===== src/rtl/core/stun_pkg.sv =====
// shared types and constants for the stun binding response parser
`default_nettype none

package stun_pkg;

  // result status codes; the error register uses the same codes, ok meaning no error
  typedef enum logic [2:0] {
    ST_OK          = 3'd0,
    ST_SHORT       = 3'd1,
    ST_NOT_SUCCESS = 3'd2,
    ST_COOKIE      = 3'd3,
    ST_TXID        = 3'd4,
    ST_BAD_LEN     = 3'd5,
    ST_NOT_IPV4    = 3'd6,
    ST_NONE        = 3'd7
  } status_t;

  localparam logic [31:0] STUN_COOKIE     = 32'h2112A442;
  localparam logic [15:0] MSG_TYPE        = 16'h0101;
  localparam logic [13:0] ATTR_MAPPED     = 14'h0001;
  localparam logic [13:0] ATTR_XOR_MAPPED = 14'h0020;
  localparam logic [7:0]  FAMILY_IPV4     = 8'h01;
  localparam logic [15:0] ADDR_ATTR_LEN   = 16'd8;
  localparam int          HDR_BYTES       = 20;
  localparam logic [47:0] XOR_KEY         = {STUN_COOKIE[31:16], STUN_COOKIE};

  // one byte on its way into the parser
  typedef struct packed {
    logic       take;
    logic       last;
    logic [7:0] data;
  } byte_ctl_t;

  // one parse result
  typedef struct packed {
    status_t     status;
    logic [31:0] public_ip;
    logic [15:0] public_port;
    logic        from_xor;
  } result_t;

endpackage

`default_nettype wire


===== src/rtl/core/stun_in_if.sv =====
// byte channel into the parser
`default_nettype none

interface stun_in_if;
  logic       valid;
  logic       ready;
  logic [7:0] rx_byte;
  logic       end_of_packet;

  modport source (output valid, output rx_byte, output end_of_packet, input ready);
  modport sink (input valid, input rx_byte, input end_of_packet, output ready);
endinterface

`default_nettype wire


===== src/rtl/core/stun_out_if.sv =====
// result channel out of the parser
`default_nettype none

interface stun_out_if;
  logic        valid;
  logic        ready;
  logic [2:0]  status;
  logic [31:0] public_ip;
  logic [15:0] public_port;
  logic        from_xor;

  modport source (output valid, output status, output public_ip, output public_port,
                  output from_xor, input ready);
  modport sink (input valid, input status, input public_ip, input public_port,
                input from_xor, output ready);
endinterface

`default_nettype wire


===== src/rtl/core/stun_step.sv =====
// parse state and per-byte next-state logic
`default_nettype none

module stun_step #(
  parameter int MAX_PACKET_BYTES = 2048
) (
  input  wire                clk,
  input  wire                rst,
  input  stun_pkg::byte_ctl_t ctl,
  input  wire  [31:0]        txid_high,
  input  wire  [63:0]        txid_low,
  output stun_pkg::result_t  result
);
  import stun_pkg::*;

  localparam int POS_W = $clog2(MAX_PACKET_BYTES + 1);

  typedef enum logic [2:0] {
    PH_HEADER   = 3'd0,
    PH_ATTR_HDR = 3'd1,
    PH_ADDR     = 3'd2,
    PH_SKIP     = 3'd3,
    PH_DONE     = 3'd4
  } phase_t;

  logic [POS_W-1:0] byte_position, byte_position_next;
  phase_t           parse_phase, parse_phase_next;
  logic [31:0]      word_gather, word_gather_next;
  logic [13:0]      attr_kind, attr_kind_next;
  logic [16:0]      attr_bytes_left, attr_bytes_left_next;
  logic [47:0]      addr_gather, addr_gather_next;
  logic [47:0]      xor_address, xor_address_next;
  logic             xor_found, xor_found_next;
  logic [47:0]      plain_address, plain_address_next;
  logic             plain_found, plain_found_next;
  status_t          error_code, error_code_next;

  logic [159:0] hdr_word;
  logic [4:0]   hdr_idx;
  logic [7:0]   hdr_expect;
  status_t      hdr_error;
  logic [31:0]  wg_shift;
  logic [15:0]  attr_len;
  logic [13:0]  kind_new;
  logic [1:0]   pad;
  logic [3:0]   addr_idx;
  logic         keep;

  // expected header bytes, message length bytes are ignored
  assign hdr_word   = {MSG_TYPE, 16'h0000, STUN_COOKIE, txid_high, txid_low};
  assign hdr_idx    = 5'd19 - byte_position[4:0];
  assign hdr_expect = hdr_word[{hdr_idx, 3'b000} +: 8];

  always_comb begin
    if (byte_position < POS_W'(2)) begin
      hdr_error = ST_NOT_SUCCESS;
    end else if (byte_position < POS_W'(8)) begin
      hdr_error = ST_COOKIE;
    end else begin
      hdr_error = ST_TXID;
    end
  end

  assign wg_shift = {word_gather[23:0], ctl.data};
  assign attr_len = wg_shift[15:0];
  assign kind_new = wg_shift[29:16];
  assign pad      = 2'(3'd4 - {1'b0, attr_len[1:0]});
  assign addr_idx = 4'd8 - attr_bytes_left[3:0];
  assign keep     = byte_position < POS_W'(MAX_PACKET_BYTES);

  // next state for one byte
  always_comb begin
    byte_position_next   = byte_position;
    parse_phase_next     = parse_phase;
    word_gather_next     = word_gather;
    attr_kind_next       = attr_kind;
    attr_bytes_left_next = attr_bytes_left;
    addr_gather_next     = addr_gather;
    xor_address_next     = xor_address;
    xor_found_next       = xor_found;
    plain_address_next   = plain_address;
    plain_found_next     = plain_found;
    error_code_next      = error_code;
    if (keep) begin
      byte_position_next = byte_position + POS_W'(1);
      unique case (parse_phase)
        PH_HEADER: begin
          if (byte_position != POS_W'(2) && byte_position != POS_W'(3) &&
              error_code == ST_OK && ctl.data != hdr_expect) begin
            error_code_next = hdr_error;
          end
          if (byte_position == POS_W'(HDR_BYTES - 1)) begin
            parse_phase_next = (error_code_next == ST_OK) ? PH_ATTR_HDR : PH_DONE;
          end
        end
        PH_ATTR_HDR: begin
          word_gather_next = wg_shift;
          if (byte_position[1:0] == 2'd3) begin
            attr_kind_next   = kind_new;
            word_gather_next = '0;
            if (kind_new == ATTR_MAPPED || kind_new == ATTR_XOR_MAPPED) begin
              if (attr_len != ADDR_ATTR_LEN) begin
                error_code_next  = ST_BAD_LEN;
                parse_phase_next = PH_DONE;
              end else begin
                attr_bytes_left_next = 17'd8;
                addr_gather_next     = '0;
                parse_phase_next     = PH_ADDR;
              end
            end else begin
              attr_bytes_left_next = {1'b0, attr_len} + 17'(pad);
              parse_phase_next     = ({1'b0, attr_len} + 17'(pad) == 17'd0) ?
                                     PH_ATTR_HDR : PH_SKIP;
            end
          end
        end
        PH_ADDR: begin
          if (addr_idx == 4'd1) begin
            word_gather_next = {24'h0, ctl.data};
          end else if (addr_idx >= 4'd2) begin
            addr_gather_next = {addr_gather[39:0], ctl.data};
          end
          attr_bytes_left_next = attr_bytes_left - 17'd1;
          if (attr_bytes_left == 17'd1) begin
            if (word_gather_next != {24'h0, FAMILY_IPV4}) begin
              error_code_next  = ST_NOT_IPV4;
              parse_phase_next = PH_DONE;
            end else begin
              if (attr_kind == ATTR_XOR_MAPPED) begin
                xor_address_next = addr_gather_next ^ XOR_KEY;
                xor_found_next   = 1'b1;
              end else begin
                plain_address_next = addr_gather_next;
                plain_found_next   = 1'b1;
              end
              parse_phase_next = PH_ATTR_HDR;
            end
            word_gather_next = '0;
          end
        end
        PH_SKIP: begin
          attr_bytes_left_next = attr_bytes_left - 17'd1;
          if (attr_bytes_left == 17'd1) begin
            parse_phase_next = PH_ATTR_HDR;
          end
        end
        PH_DONE: begin
        end
        default: begin
        end
      endcase
    end
  end

  // verdict on the final byte, from the state after that byte
  always_comb begin
    result.public_ip   = '0;
    result.public_port = '0;
    result.from_xor    = 1'b0;
    priority if (byte_position_next < POS_W'(HDR_BYTES)) begin
      result.status = ST_SHORT;
    end else if (error_code_next == ST_NOT_SUCCESS || error_code_next == ST_COOKIE ||
                 error_code_next == ST_TXID) begin
      result.status = error_code_next;
    end else if (xor_found_next) begin
      result.status      = ST_OK;
      result.public_ip   = xor_address_next[31:0];
      result.public_port = xor_address_next[47:32];
      result.from_xor    = 1'b1;
    end else if (plain_found_next) begin
      result.status      = ST_OK;
      result.public_ip   = plain_address_next[31:0];
      result.public_port = plain_address_next[47:32];
    end else if (parse_phase_next == PH_ADDR) begin
      result.status = ST_BAD_LEN;
    end else if (error_code_next != ST_OK) begin
      result.status = error_code_next;
    end else begin
      result.status = ST_NONE;
    end
  end

  // parse state, cleared after each final byte
  always_ff @(posedge clk) begin
    if (rst || (ctl.take && ctl.last)) begin
      byte_position   <= '0;
      parse_phase     <= PH_HEADER;
      word_gather     <= '0;
      attr_kind       <= '0;
      attr_bytes_left <= '0;
      addr_gather     <= '0;
      xor_address     <= '0;
      xor_found       <= 1'b0;
      plain_address   <= '0;
      plain_found     <= 1'b0;
      error_code      <= ST_OK;
    end else if (ctl.take) begin
      byte_position   <= byte_position_next;
      parse_phase     <= parse_phase_next;
      word_gather     <= word_gather_next;
      attr_kind       <= attr_kind_next;
      attr_bytes_left <= attr_bytes_left_next;
      addr_gather     <= addr_gather_next;
      xor_address     <= xor_address_next;
      xor_found       <= xor_found_next;
      plain_address   <= plain_address_next;
      plain_found     <= plain_found_next;
      error_code      <= error_code_next;
    end
  end

endmodule

`default_nettype wire


===== src/rtl/core/stun_binding_response_parser_unit.sv =====
// top level of the stun binding response parser
//
// pkt carries the response one byte per transfer, end_of_packet set on the
// last byte of the datagram. res carries one result per datagram: status,
// public address, port and whether the xor-mapped attribute supplied it.
// the expected transaction id is written through cfg_we / cfg_index /
// cfg_data: index 0 is the upper 32 bits, index 1 the lower 64 bits.
// a byte is taken into an input register, then parsed by the byte-wise
// next-state logic as it leaves that register, and a final byte loads the
// result register at that edge; a result thus passes through the input
// register and then the result register. throughput is one byte per cycle,
// set by the single-byte parse step, unless a final byte meets a stalled result.
// bytes past MAX_PACKET_BYTES within one datagram are dropped.
// reset clears the parse state, both channels and the transaction id.
// while res is stalled with a result waiting, ordinary bytes keep flowing;
// only a second final byte waits in the input register, and pkt.ready
// drops until the waiting result transfers.
`default_nettype none

module stun_binding_response_parser_unit #(
  parameter int MAX_PACKET_BYTES = 2048
) (
  input  wire          clk,
  input  wire          rst,
  stun_in_if.sink      pkt,
  stun_out_if.source   res,
  input  wire          cfg_we,
  input  wire  [0:0]   cfg_index,
  input  wire  [63:0]  cfg_data
);
  import stun_pkg::*;

  localparam logic [0:0] REG_TXID_HIGH = 1'd0;
  localparam logic [0:0] REG_TXID_LOW  = 1'd1;

  logic [31:0] txid_high;
  logic [63:0] txid_low;
  logic        in_valid;
  logic [7:0]  in_byte;
  logic        in_last;
  logic        advance;
  byte_ctl_t   ctl;
  result_t     step_result;
  logic        res_valid;
  result_t     res_data;

  // configuration registers
  always_ff @(posedge clk) begin
    if (rst) begin
      txid_high <= '0;
      txid_low  <= '0;
    end else if (cfg_we) begin
      unique case (cfg_index)
        REG_TXID_HIGH: txid_high <= cfg_data[31:0];
        REG_TXID_LOW:  txid_low  <= cfg_data;
        default: begin
        end
      endcase
    end
  end

  // input stage moves on unless a final byte meets a stalled result
  assign advance   = in_valid && (!in_last || !res_valid || res.ready);
  assign pkt.ready = !in_valid || advance;

  always_ff @(posedge clk) begin
    if (rst) begin
      in_valid <= 1'b0;
    end else if (pkt.ready) begin
      in_valid <= pkt.valid;
    end
  end

  always_ff @(posedge clk) begin
    if (pkt.valid && pkt.ready) begin
      in_byte <= pkt.rx_byte;
      in_last <= pkt.end_of_packet;
    end
  end

  assign ctl = '{take: advance, last: in_last, data: in_byte};

  stun_step #(
    .MAX_PACKET_BYTES (MAX_PACKET_BYTES)
  ) u_step (
    .clk       (clk),
    .rst       (rst),
    .ctl       (ctl),
    .txid_high (txid_high),
    .txid_low  (txid_low),
    .result    (step_result)
  );

  // result register
  always_ff @(posedge clk) begin
    if (rst) begin
      res_valid <= 1'b0;
    end else if (advance && in_last) begin
      res_valid <= 1'b1;
    end else if (res.ready) begin
      res_valid <= 1'b0;
    end
  end

  always_ff @(posedge clk) begin
    if (advance && in_last) begin
      res_data <= step_result;
    end
  end

  assign res.valid       = res_valid;
  assign res.status      = res_data.status;
  assign res.public_ip   = res_data.public_ip;
  assign res.public_port = res_data.public_port;
  assign res.from_xor    = res_data.from_xor;

`ifndef SYNTHESIS
  // a failed parse reports no address
  a_no_addr_on_error: assert property (@(posedge clk) disable iff (rst)
    res_valid && res_data.status != ST_OK |->
      res_data.public_ip == '0 && res_data.public_port == '0 && !res_data.from_xor)
    else $error("address reported with error status");

  // a new result only follows a final byte leaving the input stage
  a_result_from_last: assert property (@(posedge clk) disable iff (rst)
    $rose(res_valid) |-> $past(advance && in_last))
    else $error("result without final byte");

  // a final byte must wait while a result is stalled
  a_hold_last: assert property (@(posedge clk) disable iff (rst)
    in_valid && in_last && res_valid && !res.ready |-> !pkt.ready && !advance)
    else $error("final byte overran stalled result");
`endif

endmodule

`default_nettype wire


===== src/flat_wrapper.sv =====
// flat-port wrapper written by rule: the top's interface ports become plain ports
module stun_binding_response_parser_unit_flat import stun_pkg::*;
#(
  parameter int MAX_PACKET_BYTES = 2048
)
  (clk, rst, cfg_we, cfg_index, cfg_data, pkt_valid, pkt_rx_byte, pkt_end_of_packet, pkt_ready, res_valid, res_status, res_public_ip, res_public_port, res_from_xor, res_ready);
  stun_in_if pkt_i ();
  stun_out_if res_i ();
  input  wire clk;
  input  wire rst;
  input  wire cfg_we;
  input  wire  [0:0] cfg_index;
  input  wire  [63:0] cfg_data;
  input wire logic [$bits(pkt_i.valid)-1:0] pkt_valid;
  input wire logic [$bits(pkt_i.rx_byte)-1:0] pkt_rx_byte;
  input wire logic [$bits(pkt_i.end_of_packet)-1:0] pkt_end_of_packet;
  output wire logic [$bits(pkt_i.ready)-1:0] pkt_ready;
  output wire logic [$bits(res_i.valid)-1:0] res_valid;
  output wire logic [$bits(res_i.status)-1:0] res_status;
  output wire logic [$bits(res_i.public_ip)-1:0] res_public_ip;
  output wire logic [$bits(res_i.public_port)-1:0] res_public_port;
  output wire logic [$bits(res_i.from_xor)-1:0] res_from_xor;
  input wire logic [$bits(res_i.ready)-1:0] res_ready;
  assign pkt_i.valid = pkt_valid;
  assign pkt_i.rx_byte = pkt_rx_byte;
  assign pkt_i.end_of_packet = pkt_end_of_packet;
  assign pkt_ready = pkt_i.ready;
  assign res_valid = res_i.valid;
  assign res_status = res_i.status;
  assign res_public_ip = res_i.public_ip;
  assign res_public_port = res_i.public_port;
  assign res_from_xor = res_i.from_xor;
  assign res_i.ready = res_ready;
  stun_binding_response_parser_unit #(.MAX_PACKET_BYTES(MAX_PACKET_BYTES)) u_core (.clk(clk), .rst(rst), .pkt(pkt_i), .res(res_i), .cfg_we(cfg_we), .cfg_index(cfg_index), .cfg_data(cfg_data));
endmodule

===== config.mk =====
export PLATFORM = sky130hd
export DESIGN_NAME = stun_binding_response_parser_unit_flat
export DESIGN_NICKNAME = d
export VERILOG_FILES = /design/src/rtl/core/stun_pkg.sv /design/src/rtl/core/stun_in_if.sv /design/src/rtl/core/stun_out_if.sv /design/src/rtl/core/stun_step.sv /design/src/rtl/core/stun_binding_response_parser_unit.sv /design/src/flat_wrapper.sv
export SDC_FILE = /design/constraint.sdc
export NUM_CORES = 1
export LEC_CHECK = 0
export BUFFER_PORTS_ARGS = -buffer_cell sky130_fd_sc_hd__buf_4
export CAP_MARGIN = 10
export CORE_ASPECT_RATIO = 1.25
export CORE_MARGIN = 2
export CORE_UTILIZATION = 60
export CTS_CLUSTER_SIZE = 14
export DETAILED_ROUTE_END_ITERATION = 6
export MAX_ROUTING_LAYER = met4
export PLACE_DENSITY = 0.79
export SLEW_MARGIN = 0
export SYNTH_ARGS = -nofsm -noshare
export SYNTH_HDL_FRONTEND = slang
export SYNTH_SLANG_ARGS = --single-unit
export TNS_END_PERCENT = 5

===== constraint.sdc =====
create_clock -name clk -period 4.7 [get_ports clk]
set_input_delay 0.94 -clock clk [delete_from_list [all_inputs] [get_ports clk]]
set_output_delay 0.94 -clock clk [all_outputs]
set_load 0.02 [all_outputs]

# Word level (Yosys, flattened, before mapping)
# Index checks and enable logic that the tools add are counted.
# word_totals
in_bits,79
regBits,386
elab_cells,161
latch_bits,0
rom_bits,0
memories,0
ram_bits,0
out_inout_bits,54
# op_classes
shifts,1
reduce_logical,32
eq_ne,23
n_mux,71
add_sub_neg,6
div_mod_pow,0
bitwise_logic,2
multipliers,0
magnitude_cmp,5
# op_table
operator,n
$mux 48,18
$mux 32,5
$shiftx 160x9->8,1
$pmux 48 s2,1
$mux 3,24
$pmux 32 s2,1
$mux 17,3
$mux 51,1
$pmux 17 s2,1
$ne 32x1->1 const B,1
$eq 14x6->1 const B,2
$ne 12x2->1 const B,2
$add 16x2->17,1
$eq 17x1->1 const B,1
$logic_not 17->1,1
$sub 17x1->17 const B,1
$ne 16x4->1 const B,1
$eq 3x2->1 const B,5
$eq 14x1->1 const B,1
$mux 1,13
$not 13->13,1
$add 12x1->12 const B,1
$eq 12x5->1 const B,1
$lt 12x12->1 const B,1
31 further kinds,52

# Logic depth before layout (Yosys ltp)
# Gate-level depths: netlist of the first run.
# depth
ltp_word,17
mapped_depth,17
mapped_depth_nobuf,12

# Cells and area by module
# From an unflattened synthesis of the first run, not the netlist that was laid out.
# unflattened
hier_cells,2229
hier_area_um2,18914.4
# modules_own_cells
module,area_per_inst_um2,cells_per_inst,instances
stun_step,13472.9,1737,1
stun_binding_response_parser_unit,5441.5,492,1

# Worst setup path before layout of the first run
# No wires, ideal clock.
# synth_timing
kind,register to register
start,register u_core.u_step.byte_position[2]
end,"register u_core.res_data, in the netlist u_core.res.public_ip[0] (data pin)"
setup_slack_ps,646
setup_ps,184
arrival_time_ps,3870
stages_incl_launch_ff,15
cell_sequence,dfxtp_1 -> buf_2 -> clkinv_1 -> ha_1 -> clkbuf_1 -> clkbuf_1 -> a21oi_1 -> a221o_1 -> a2111oi_2 -> nand3_2 -> o211ai_1 -> mux2i_1 -> mux2_4 -> buf_6 -> a2111oi_4
# synth_via
elab_chain_cells,13
# synth_rtl
item,line_no,text
from (decl),stun_step.sv:26,"logic [POS_W-1:0] byte_position, byte_position_next;"
from (signal assigned),stun_step.sv:198,byte_position <= byte_position_next;
$sub 5x5->5 or $ne 12x2->1 (tied branches),"stun_step.sv:51, stun_step.sv:88",
$shiftx 160x9->8 or $logic_and 1x1->1 (tied branches),"stun_step.sv:52, stun_step.sv:88",
$ne 8x8->1 or $logic_and 1x1->1 (tied branches),"stun_step.sv:89, stun_step.sv:88",
$logic_and 1x1->1,stun_step.sv:89,error_code == ST_OK && ctl.data != hdr_expect) begin
$mux 3,stun_step.sv:88,if (byte_position != POS_W'(2) && byte_position != POS_W'(3) &&
$mux 3,stun_step.sv:86,unique case (parse_phase)
$mux 3,stun_step.sv:84,if (keep) begin
$pmux 3 s3,stun_step.sv:86,
$mux 3,stun_step.sv:84,
$eq 3x2->1,stun_step.sv:162,end else if (error_code_next == ST_NOT_SUCCESS || error_code_next == ST_COOKIE ||
$logic_or 1x1->1 (2 in series),stun_step.sv:162,
$reduce_or 2->1 (no line),n/a,
to (signal assigned),stun_binding_response_parser_unit.sv:107,res_data <= step_result;
to (decl),stun_binding_response_parser_unit.sv:45,result_t res_data;
# Parallel ways exist; a longest one is shown, timed or not. The select of a mux whose other input is x is not followed.
# A chain may end at the register's enable or synchronous reset.

# Worst setup path in the final report of the first run
# layout_timing
start,register u_core.u_step.byte_position[2]
end,"register u_core.res_data, in the netlist u_core.res.public_port[1] (data pin)"
# Same word-level chain as after synthesis.

==> results.toml, run 1 <==
[power]
p_leak_uw = 0.00770
vdd_ir_drop_max_uv = 258
p_per_area_nw_per_um2 = 346

[worst_setup_path]
crit_path_max_fanout = 49
cp-endpoint = "u_core.res.public_port[1]$_SDFFCE_PP0P_"
required_ps = 5060
r2r_end = "u_core.res.public_port[1]$_SDFFCE_PP0P_"
worstSetupStartpointType = "flip-flop"
crit_start = "u_core.u_step.byte_position[2]$_SDFFE_PP0P_"
cp-end-kind = "flip-flop"
critPathKind = "flip-flop to flip-flop"
cp_slowest_cell = "mux2_4"
cpMostUsedCell = "nor4_1"
worst_path_largest_cell_delay_ps = 590
reg2reg_from = "u_core.u_step.byte_position[2]$_SDFFE_PP0P_"
cp.arrival_ps = 4630
r2r_slack_ps = 420
cp_cell_sequence = "clkinv_1, ha_1, buf_4, a21boi_0, o31ai_1, o21ai_0, o22ai_1, nor4_1, nand3_2, o211ai_1, mux2i_1, mux2_4, nor4_1"
ff2ff_path_depth = 13

[cells_and_area]
drive_gt1_frac = 0.154
multi_input_area_um2 = 9160
mostFrequentLayoutCells = "nand2_1 (367), dfxtp_1 (323), nor2_1 (248)"
design_area_um2 = 20900
antenna_cells = 0
area_delta_synth_final_pct = 14.4
final_common_cell = "nand2_1"
nets = 2250
fill_cells = 2372
register_area_um2 = 8340

[clocking]
cts_root_buffer = "clkbuf_16"
htree_levels = 2
clockBufferDepth = 3
hold_buffers = 0
postCtsSetupBuffers = 0
clock_sinks = 386
path_clk_slew_ps = 60
cts_resized = 0
clkLatencyLatePin_ps = 550
cts_buffers = 39
cts_tree = "done"

[grt]
grt_pass1_wl_mm = 80.2
grt_pass1_vias = 15414
gr-total-overflow = 0
antenna_found_initial = 0
gr-usage-all-layers = 0.319
grt_max_degree = 99

[sta]
tightest_slew_ps = 1220
finalMaxSlewViolations = 0
hold_violations = 0
rsz0062_at_grt = "no"
layout_setup_ws_ps = 424
setup_tns_ps = 0
maxSlewHeadroom = 0.185
setup_violations = 0
fin_skew_ps = 21.4
period_minus_slack_ps = 4280
fmax_mhz = 234
period_share = 0.910

[logic_synthesis]
synth-edff-count = 61
synth-async-reset-ratio = 0
synth_top_area_cell = "dfxtp_1"
synthFlopType = "dfxtp_1"
ys_types = 73
syn_nets = 2215
syn_inst = 2123
syn_area_per_cell_um2 = 8.59
ys_ff_latch = 386
synth_top_cell_area_share = 0.357
synthesis.area_um2 = 18200
synth_seq_area_share = 0.457
ys_warn_count = 0
synth_area_leaders = "dfxtp_1 (36%), edfxtp_1 (10%), nand2_1 (7.6%), nor2_1 (5.1%), a21oi_1 (5.1%)"

[floorplan]
die_h_um = 199
rows = 71
ioPinCount = 133
die_w_um = 160
core_area_um2 = 30000
die_area_um2 = 31800
initial_utilization = 0.607

[place]
numPortBuffers = 132
place_area_um2 = 19400
place_ws_ps = 500
dp_hpwl_mm = 32.7
place.gp.congestion = 0.951

[detailed_routing]
routed_wl_mm = 50.2
first_iter_violations = 1592
vias_per_cell = 6.25
avgRoutedWirePerCell_um = 19.4
drc = 0
dr.pass1.iters = 5
final_antenna_net_count = 0
vias = 16196

[min_path]
min_path_cells = 2
hp-class = "flip-flop to flip-flop"

[flow_run]
cap_violations = 0

[status]
status = "completed"
[per-stage QoR]
step	utilization	power, uW	hold slack, ps	instances
2_1_floorplan	-	3810	432	2123
3_3_place_gp	0.648	3970	438	2517
3_5_place_dp	0.648	3980	443	2517
4_1_cts	0.694	7250	453	2589
5_1_grt	0.694	7420	467	2590
6_report	0.694	7220	452	2590
[critical path: cells and delay by family (launching register included)]
family | cells | cell delay (ps)
fa+ha+maj | 1 | 430
flops | 1 | 350
compound gates | 5 | 910
mux | 2 | 920
simple gates | 3 | 960
buf+inv | 2 | 480
[sequential cells by signal (all words and copies together), names as in the netlist, 16 cells and up]
signal / cells
u_core.u_step.word_gather: 32
u_core.res.public_ip: 32
u_core.txid_low: 64
u_core.res.public_port: 16
u_core.u_step.plain_address: 48
u_core.txid_high: 32
u_core.u_step.xor_address: 48
u_core.u_step.addr_gather: 48
u_core.u_step.attr_bytes_left: 17
[Yosys cell counts (4+ instances only)]
cell      instances
xor2_1           14
nand3_1          30
buf_2             8
o21ai_0          41
nand2_1         368
a22o_1            4
and2_1            8
or3_1            12
buf_6             6
ha_1             13
a22oi_1          83
nor2b_1          10
clkbuf_1        158
nor4_1           27
nor4b_1           4
a21o_1           17
nand2b_1         11
or4_1             7
o22ai_1          21
o221ai_1         33
edfxtp_1         61
nor2_1          249
nor3_2           10
mux4_2            9
a211oi_1         95
a21oi_1         186
a31oi_1          12
nor3b_1           4
mux2i_1          75
dfxtp_1         325
o21bai_1          4
xnor2_1          21
inv_1            13
mux2_2           39
nor3_1           58
buf_1            10
and3_1            8
nand4_1          10
o32ai_1           7
[kinds of logic (layout without fill, tap and decap cells)]
| logic type | after synthesis | count (layout) | synth area share |
|---|---|---|---|
| compound gates | 538 | 538 | 0.196 |
| xor+xnor | 36 | 36 | 0.0177 |
| fa+ha+maj | 13 | 13 | 0.00892 |
| buf+inv | 198 | 264 | 0.0442 |
| flops | 386 | 386 | 0.457 |
| mux | 125 | 125 | 0.0778 |
| simple gates | 827 | 827 | 0.198 |
[area by class of cell]
type	count	share of cell area
multi-input combinational	1539	0.439
sequential	386	0.400
timing repair buffer	178	0.0675
clock buffer	53	0.0562
tap	401	0.0241
clock inverter	19	0.0106
inverter	14	0.00252
[routing by layer]
layer,wire length [um],track usage,vias up,share of wire
li1,-,-,7670,-
met1,20000,0.380,7768,0.40
met2,25100,0.543,604,0.50
met3,2810,0.0334,154,0.056
met4,2300,0.155,0,0.046
met5,0,-,-,0
[how the worst min path moves through the flow]
| stage | from | endpoint | slack, ps |
|---|---|---|---|
| 2_1_floorplan | u_core.u_step.attr_kind[5]$_SDFFE_PP0P_ | u_core.u_step.attr_kind[5]$_SDFFE_PP0P_ | 430 |
| 3_3_place_gp | u_core.u_step.xor_address[17]$_SDFFE_PP0P_ | u_core.u_step.xor_address[17]$_SDFFE_PP0P_ | 440 |
| 3_5_place_dp | u_core.u_step.xor_address[15]$_SDFFE_PP0P_ | u_core.u_step.xor_address[15]$_SDFFE_PP0P_ | 440 |
| 4_1_cts | u_core.u_step.xor_address[15]$_SDFFE_PP0P_ | u_core.u_step.xor_address[15]$_SDFFE_PP0P_ | 450 |
| 5_1_grt | u_core.u_step.xor_address[40]$_SDFFE_PP0P_ | u_core.u_step.xor_address[40]$_SDFFE_PP0P_ | 470 |
| 6_report | u_core.u_step.xor_address[40]$_SDFFE_PP0P_ | u_core.u_step.xor_address[40]$_SDFFE_PP0P_ | 450 |
[report_power, final]
part	total (uW)	switching [uW]	leakage, uW	internal [uW]
clock	3310	1330	0.000694	1980
sequential	3460	56.2	0.00320	3410
combinational	445	281	0.00381	164
Note: power is estimated with default switching activity, not from simulation.
==> inputs of run 2 (changes only) <==
Settings changed: CTS_BUF_LIST set to sky130_fd_sc_hd__clkbuf_4 sky130_fd_sc_hd__clkbuf_8.
==> results.toml, run 2 (same netlist as run 1, synthesis figures left out) <==
[status]
status = "completed"

[grt]
grt_max_degree = 99
gr-total-overflow = 0
grt_pass1_wl_mm = 80.2
antenna_found_initial = 0
gr-usage-all-layers = 0.319
grt_pass1_vias = 15490

[sta]
setup_violations = 0
rsz0062_at_grt = "no"
period_share = 0.912
fin_skew_ps = 43.2
tightest_slew_ps = 1200
maxSlewHeadroom = 0.200
finalMaxSlewViolations = 0
fmax_mhz = 233
layout_setup_ws_ps = 413
hold_violations = 0
period_minus_slack_ps = 4290
setup_tns_ps = 0
holdWs_ps = 452

[cells_and_area]
top_register = "u_core.txid_low"
antenna_cells = 0
final_common_cell = "nand2_1"
drive_gt1_frac = 0.170
design_area_um2 = 20800
area_delta_synth_final_pct = 14.0
largest_reg_flops = 64
mostFrequentLayoutCells = "nand2_1 (367), dfxtp_1 (323), nor2_1 (248)"
nets = 2270

[power]
p_leak_uw = 0.00771
power_switching_uw = 1670
pwr-share-clk = 0.440
p_per_area_nw_per_um2 = 336
internal_power_uw = 5320
p_seq_frac = 0.496
total_power_uw = 6980
power_switching_share = 0.239
comb_power_share = 0.064
vdd_ir_drop_max_uv = 297

[clocking]
htree_levels = 2
cts_buffers = 59
clkLatencyLatePin_ps = 650
path_clk_slew_ps = 70
clock_sinks = 386
cts_tree = "done"
clockBufferDepth = 3
hold_buffers = 0
cts_resized = 0
cts_root_buffer = "clkbuf_8"
postCtsSetupBuffers = 0

[place]
numPortBuffers = 132
place.gp.congestion = 0.951
dp_hpwl_mm = 32.7
place_ws_ps = 500
place_area_um2 = 19400

[worst_setup_path]
cp_slowest_cell = "mux2_4"
cp-end-kind = "flip-flop"
cp.buffers_inverters = 1
crit_path_max_fanout = 49
cp.arrival_ps = 4730
reg2reg_from = "u_core.u_step.byte_position[2]$_SDFFE_PP0P_"
critPathKind = "flip-flop to flip-flop"
path_delay_family = "multiplexers"
crit_start = "u_core.u_step.byte_position[2]$_SDFFE_PP0P_"
cp_cell_sequence = "buf_4, mux4_2, and2_1, a211oi_1, mux2_2, a2111oi_2, nand3_2, o211ai_1, mux2i_1, mux2_4, nor4_1"
required_ps = 5140
worstSetupStartpointType = "flip-flop"
worst_path_largest_cell_delay_ps = 600

[floorplan]
die_w_um = 160
die_h_um = 199
core_area_um2 = 30000
initial_utilization = 0.607
ioPinCount = 133
rows = 71
die_area_um2 = 31800

[detailed_routing]
drc = 0
routed_wl_mm = 50.2
vias_per_cell = 6.20
final_antenna_net_count = 0
first_iter_violations = 1490
dr.pass1.iters = 6
avgRoutedWirePerCell_um = 19.1
vias = 16289

[min_path]
holdCritStartpoint = "u_core.u_step.xor_address[15]$_SDFFE_PP0P_"
hp-class = "flip-flop to flip-flop"

[flow_run]
cap_violations = 0
run 2: area by class of cell:
cell class / instances / area [um2]
clock buffer: 93 / 1120
inverter: 14 / 52.6
clock inverter: 18 / 213
timing repair buffer: 178 / 1410
tap: 401 / 502
fill: 2391 / 9240
sequential: 386 / 8340
multi-input combinational: 1539 / 9160
run 2: power by group through the flow:
stage               Clock (uW)  Combinational, uW  Sequential (uW)
finish                    3070                447             3470
CTS                       3100                444             3460
global placement             0                435             3540
detailed placement           0                441             3540
global route              3250                484             3470
floorplan                    0                294             3520
run 2: worst paths after layout:
| check | cells past startpoint | slack, ps | end |
|---|---|---|---|
| worst min register to register | 2 | 450 | u_core.u_step.xor_address[15]$_SDFFE_PP0P_ |
| worst max-delay path | 11 | 410 | u_core.res.public_port[13]$_SDFFCE_PP0P_ |
| worst max register to register | 11 | 410 | u_core.res.public_port[13]$_SDFFCE_PP0P_ |
| worst min-delay path | 2 | 450 | u_core.u_step.xor_address[15]$_SDFFE_PP0P_ |
run 2: per-layer routing:
metal / track usage / part of all wire
met5: - / 0
met2: 0.551 / 0.50
met3: 0.0413 / 0.060
met4: 0.146 / 0.042
met1: 0.372 / 0.39
run 2: worst register-to-register path, cell delays in order, from the launching register on:
cell       delay [ps]
dfxtp_1           340
buf_4             260
mux4_2            530
and2_1            170
a211oi_1          360
mux2_2            390
a2111oi_2         360
nand3_2           190
o211ai_1          140
mux2i_1           320
mux2_4            600
nor4_1            450
run 2: stage by stage:
stage	utilization	cells
finish	0.692	2629
global route	0.692	2629
CTS	0.692	2628
detailed placement	0.648	2517
global placement	0.648	2517
floorplan	-	2123
